**src/hdl/wwg_pkg.sv**
```systemverilog
package wwg_pkg;

  localparam int MAX_WIDTH_DEF  = 64;
  localparam int MAX_HEIGHT_DEF = 64;

  localparam int CFG_W = 7;
  localparam int CNT_W = 13;
  localparam int GEN_W = 32;

  localparam logic [CFG_W-1:0] GRID_RESET = 7'd64;
  localparam logic [CNT_W-1:0] COUNT_MAX  = 13'd8191;

  localparam logic [1:0] CELL_EMPTY = 2'd0;
  localparam logic [1:0] CELL_COND  = 2'd1;
  localparam logic [1:0] CELL_HEAD  = 2'd2;
  localparam logic [1:0] CELL_TAIL  = 2'd3;

  localparam logic [1:0] REQ_WRITE = 2'd0;
  localparam logic [1:0] REQ_READ  = 2'd1;
  localparam logic [1:0] REQ_STEP  = 2'd2;

  localparam logic REG_WIDTH_IDX  = 1'b0;
  localparam logic REG_HEIGHT_IDX = 1'b1;

  typedef struct packed {
    logic shift;
    logic left;
    logic right;
    logic up;
    logic down;
  } win_ctrl_t;

endpackage

```
**src/hdl/wwg_window.sv**
```systemverilog
module wwg_window #(
  parameter int MAX_WIDTH = wwg_pkg::MAX_WIDTH_DEF
) (
  input  logic              clk,
  input  wwg_pkg::win_ctrl_t ctrl,
  input  logic [1:0]        cell_in,
  output logic [1:0]        center,
  output logic [1:0]        next
);

  localparam int CHAIN = 2 * MAX_WIDTH + 3;

  logic [1:0] sr [CHAIN];
  logic [3:0] heads;

  always_ff @(posedge clk) begin
    if (ctrl.shift) begin
      sr[0] <= cell_in;
      for (int i = 1; i < CHAIN; i++) begin
        sr[i] <= sr[i-1];
      end
    end
  end

  assign center = sr[MAX_WIDTH+1];

  always_comb begin
    heads = '0;
    if (ctrl.down && ctrl.right && sr[0] == wwg_pkg::CELL_HEAD) heads = heads + 4'd1;
    if (ctrl.down && sr[1] == wwg_pkg::CELL_HEAD) heads = heads + 4'd1;
    if (ctrl.down && ctrl.left && sr[2] == wwg_pkg::CELL_HEAD) heads = heads + 4'd1;
    if (ctrl.right && sr[MAX_WIDTH] == wwg_pkg::CELL_HEAD) heads = heads + 4'd1;
    if (ctrl.left && sr[MAX_WIDTH+2] == wwg_pkg::CELL_HEAD) heads = heads + 4'd1;
    if (ctrl.up && ctrl.right && sr[2*MAX_WIDTH] == wwg_pkg::CELL_HEAD) heads = heads + 4'd1;
    if (ctrl.up && sr[2*MAX_WIDTH+1] == wwg_pkg::CELL_HEAD) heads = heads + 4'd1;
    if (ctrl.up && ctrl.left && sr[2*MAX_WIDTH+2] == wwg_pkg::CELL_HEAD) heads = heads + 4'd1;
  end

  always_comb begin
    unique case (center)
      wwg_pkg::CELL_HEAD: next = wwg_pkg::CELL_TAIL;
      wwg_pkg::CELL_TAIL: next = wwg_pkg::CELL_COND;
      wwg_pkg::CELL_COND: next = (heads == 4'd1 || heads == 4'd2) ?
                                 wwg_pkg::CELL_HEAD : wwg_pkg::CELL_COND;
      default:            next = wwg_pkg::CELL_EMPTY;
    endcase
  end

endmodule

```
**config.mk**
```make
export PLATFORM = sky130hd
export DESIGN_NAME = wwg_window
export DESIGN_NICKNAME = d
export VERILOG_FILES = /design/src/hdl/wwg_pkg.sv /design/src/hdl/wwg_window.sv
export SDC_FILE = /design/constraint.sdc
export NUM_CORES = 1
export LEC_CHECK = 0
export BUFFER_PORTS_ARGS = -buffer_cell sky130_fd_sc_hd__buf_2
export CORE_UTILIZATION = 45
export CTS_CLUSTER_DIAMETER = 150
export CTS_CLUSTER_SIZE = 28
export DETAILED_ROUTE_END_ITERATION = 6
export HOLD_SLACK_MARGIN = 0.03
export SLEW_MARGIN = 20
export SYNTH_ARGS = -nofsm -noshare
export SYNTH_HDL_FRONTEND = slang
export SYNTH_SLANG_ARGS = --single-unit
```
**constraint.sdc**
```tcl
create_clock -name clk -period 6.5 [get_ports clk]
set_input_delay 0.975 -clock clk [delete_from_list [all_inputs] [get_ports clk]]
set_output_delay 0.975 -clock clk [all_outputs]
set_load 0.01 [all_outputs]
```
==> results_dict.tcl <==
set metrics [dict create \
    gp_congestion 0.706 \
    synth_area_leaders "edfxtp_1 93%, ha_1 1.0%, xnor2_1 0.93%, xnor2_4 0.65%, inv_1 0.40%" \
    fp-row-count 49 \
    finalHoldViolCount 0 \
    synth_cells 333 \
    r2r_cells 0 \
    crit_buf_inv 3 \
    hold_class "register to register" \
    first_pass_iters 4 \
    required_ns 5.52 \
    fp.dieW_um 139 \
    dpl_worst_slack_ns 0.430 \
    vdd_drop_max_mv 0.150 \
    cts.path.max_buffers 3 \
    io_buffers 11 \
    startpoint_type "input port" \
    cts.sinks 262 \
    skew_ns 0.0132 \
    io_pins 12 \
    diodes 0 \
    rsz0062_at_grt "false" \
    worst_pin_slew_ns 1.05 \
    antenna_found_initial 0 \
    overflow 0 \
    largestRegisters "sr x262" \
    wire_per_inst_um 16.1 \
    cpMostUsedCell "ha_1" \
    final_nets 375 \
    largest_register "sr" \
    layout_commonest_cell "edfxtp_1" \
    cts_resized 0 \
    synth_cell_types 30 \
    cp_cell_sequence "buf_2 > and4b_1 > ha_1 > xnor2_4 > ha_1 > nand4b_1 > nand2_1 > ha_1 > nor2_1 > nor2_1 > ha_1 > nand2_1 > o31ai_4 > ha_1 > mux2i_1 > inv_1 > ha_1 > xnor2_1 > o32ai_2 > a31oi_1 > buf_2" \
    leakage_nw 3.09 \
    rrSetupSlack_ns 5.76 \
    core_region_area_um2 18200 \
    cp_max_fo 4 \
    fin_crit_sh_pct 93.0 \
    arrival_ns 5.07 \
    yosysWarnings 0 \
    track_usage_pct 10.3 \
    postRouteAntennaNets 0 \
    r2r-start "sr[65][1]$_DFFE_PP_" \
    vias 2905 \
    synth_nets 348 \
    ys_seq_area_share_pct 92.7 \
    crit_type "input port to output port" \
    grt_first_pass_wirelength_um 15800 \
    hp-start "sr[101][0]$_DFFE_PP_" \
    cp-end-kind "output port" \
    h-tree-depth 1 \
    grt_max_degree 149 \
    path_depth 21 \
    cpMaxStageDelayCell "ha_1" \
    vias_per_cell 4.94 \
    syn2layout_area_growth_pct 8.33 \
    initial_core_util_pct 46.6 \
    hold_depth 0 \
    final_area_um2 9190 \
    setup_ws_ns 0.454 \
    synth_seq_cells 262 \
    fin_tns_setup_ns 0 \
    period_needed_ns 6.05 \
    cts_root_buf "clkbuf_16" \
    hold_buffers 0 \
    yosysTopAreaCell "edfxtp_1" \
    first_global_vias 2840 \
    synth_top_area_share_pct 92.7 \
    die_h_um 139 \
    cts_tree "built" \
    relSlewSlack_pct 30.3 \
    timing.rr.end "sr[66][1]$_DFFE_PP_" \
    die_area_um2 19400 \
    status "completed" \
    power.density_nw_per_um2 317 \
    cts_made_buffers 13 \
    maxSlewViolCount 0 \
    hold_end "sr[102][0]$_DFFE_PP_" \
    cts_setup_buffers 0 \
    worstSkewPairLatency_ns 0.46 \
    crit_family "adder cells" \
    clock.fmax_mhz 165 \
    largest_reg_flops 262 \
    syn_avg_cell_area_um2 25.5 \
    setup_violations 0 \
    drc 0 \
    syn-cell-area_um2 8490 \
    drt-initial-drc-count 278 \
    final_layout_size_suffix_gt1_share_pct 10.6 \
    placed_area_um2 8850 \
    cts.clk_slew.worst_paths_ns 0.10 \
    drv_cap 0 \
    wirelength_um 9450 \
    cpPeakStageDelay_ns 0.38 \
    final_cell_mix "262 x edfxtp_1, 13 x clkbuf_16, 10 x buf_2" \
    dp_hpwl_um 4400 \
]
## how the worst max path moves through the flow
| stage | startpoint | end | slack, ns |
|---|---|---|---|
| 6_report | ctrl[2] | next[0] | 0.45 |
| 5_1_grt | ctrl[2] | next[0] | 0.14 |
| 4_1_cts | ctrl[2] | next[0] | 0.42 |
| 3_5_place_dp | ctrl[2] | next[0] | 0.43 |
| 3_3_place_gp | ctrl[2] | next[1] | 0.58 |
| 2_1_floorplan | ctrl[2] | next[0] | 0.89 |
## per-layer routing
metal / global-route usage (%) / routed length, um / vias to the layer above / part of all wire (%)
li1: - / - / 1351 / -
met5: 0 / 0 / - / 0
met3: 2.03 / 322 / 15 / 3.4
met2: 13.7 / 3830 / 27 / 41
met4: 3.16 / 159 / 0 / 1.7
met1: 16.8 / 5140 / 1512 / 54
## kinds of logic after synthesis
kind of cell | Yosys count | share of synthesized area [%]
mux | 2 | 0.280
buf+inv | 10 | 0.457
compound gates | 8 | 1.06
simple gates | 29 | 2.21
flops | 262 | 92.7
fa+ha+maj | 7 | 1.03
xor+xnor | 15 | 2.24
## per-stage QoR
step / utilization [%] / hold WS [ns] / cells / power [mW]
6_report: 50.5 / 0.422 / 588 / 2.91
5_1_grt: 50.5 / 0.421 / 588 / 3.03
4_1_cts: 50.5 / 0.420 / 588 / 2.96
3_5_place_dp: 48.6 / 0.405 / 574 / 2.12
3_3_place_gp: 48.6 / 0.400 / 574 / 2.11
2_1_floorplan: - / 0.400 / 333 / 2.06
## Yosys cell counts
library cell,count
a31o_1,1
edfxtp_1,262
mux2i_2,1
o32ai_2,1
o31ai_1,1
mux2i_1,1
a21oi_2,1
nand4b_1,1
a31oi_1,1
and3b_2,1
xnor2_2,1
nand3_1,1
nor2_1,7
or4b_1,1
xor2_1,2
ha_1,7
nand3b_2,1
nand2_1,9
and4b_1,3
nand3b_1,3
o2111ai_1,1
o31ai_2,1
xnor2_1,9
xnor3_1,1
nor2b_1,1
xnor2_4,2
buf_2,1
inv_1,9
nand4b_4,1
o31ai_4,1
## power by group
group | switching, mW | leakage [nW] | internal, mW
logic | 0.0562 | 0.356 | 0.0288
clock network | 0.465 | 0.170 | 0.370
registers | 0.0291 | 2.56 | 1.96
## final cells by class
class | count | area, um^2
Fill cell | 1388 | 9020
Sequential cell | 262 | 7870
Multi-Input combinational cell | 61 | 579
Clock buffer | 13 | 325
Tap cell | 229 | 287
Timing Repair Buffer | 13 | 80.1
Inverter | 9 | 33.8
Clock inverter | 1 | 20.0
No activity file was read; power rests on OpenSTA's default activity.
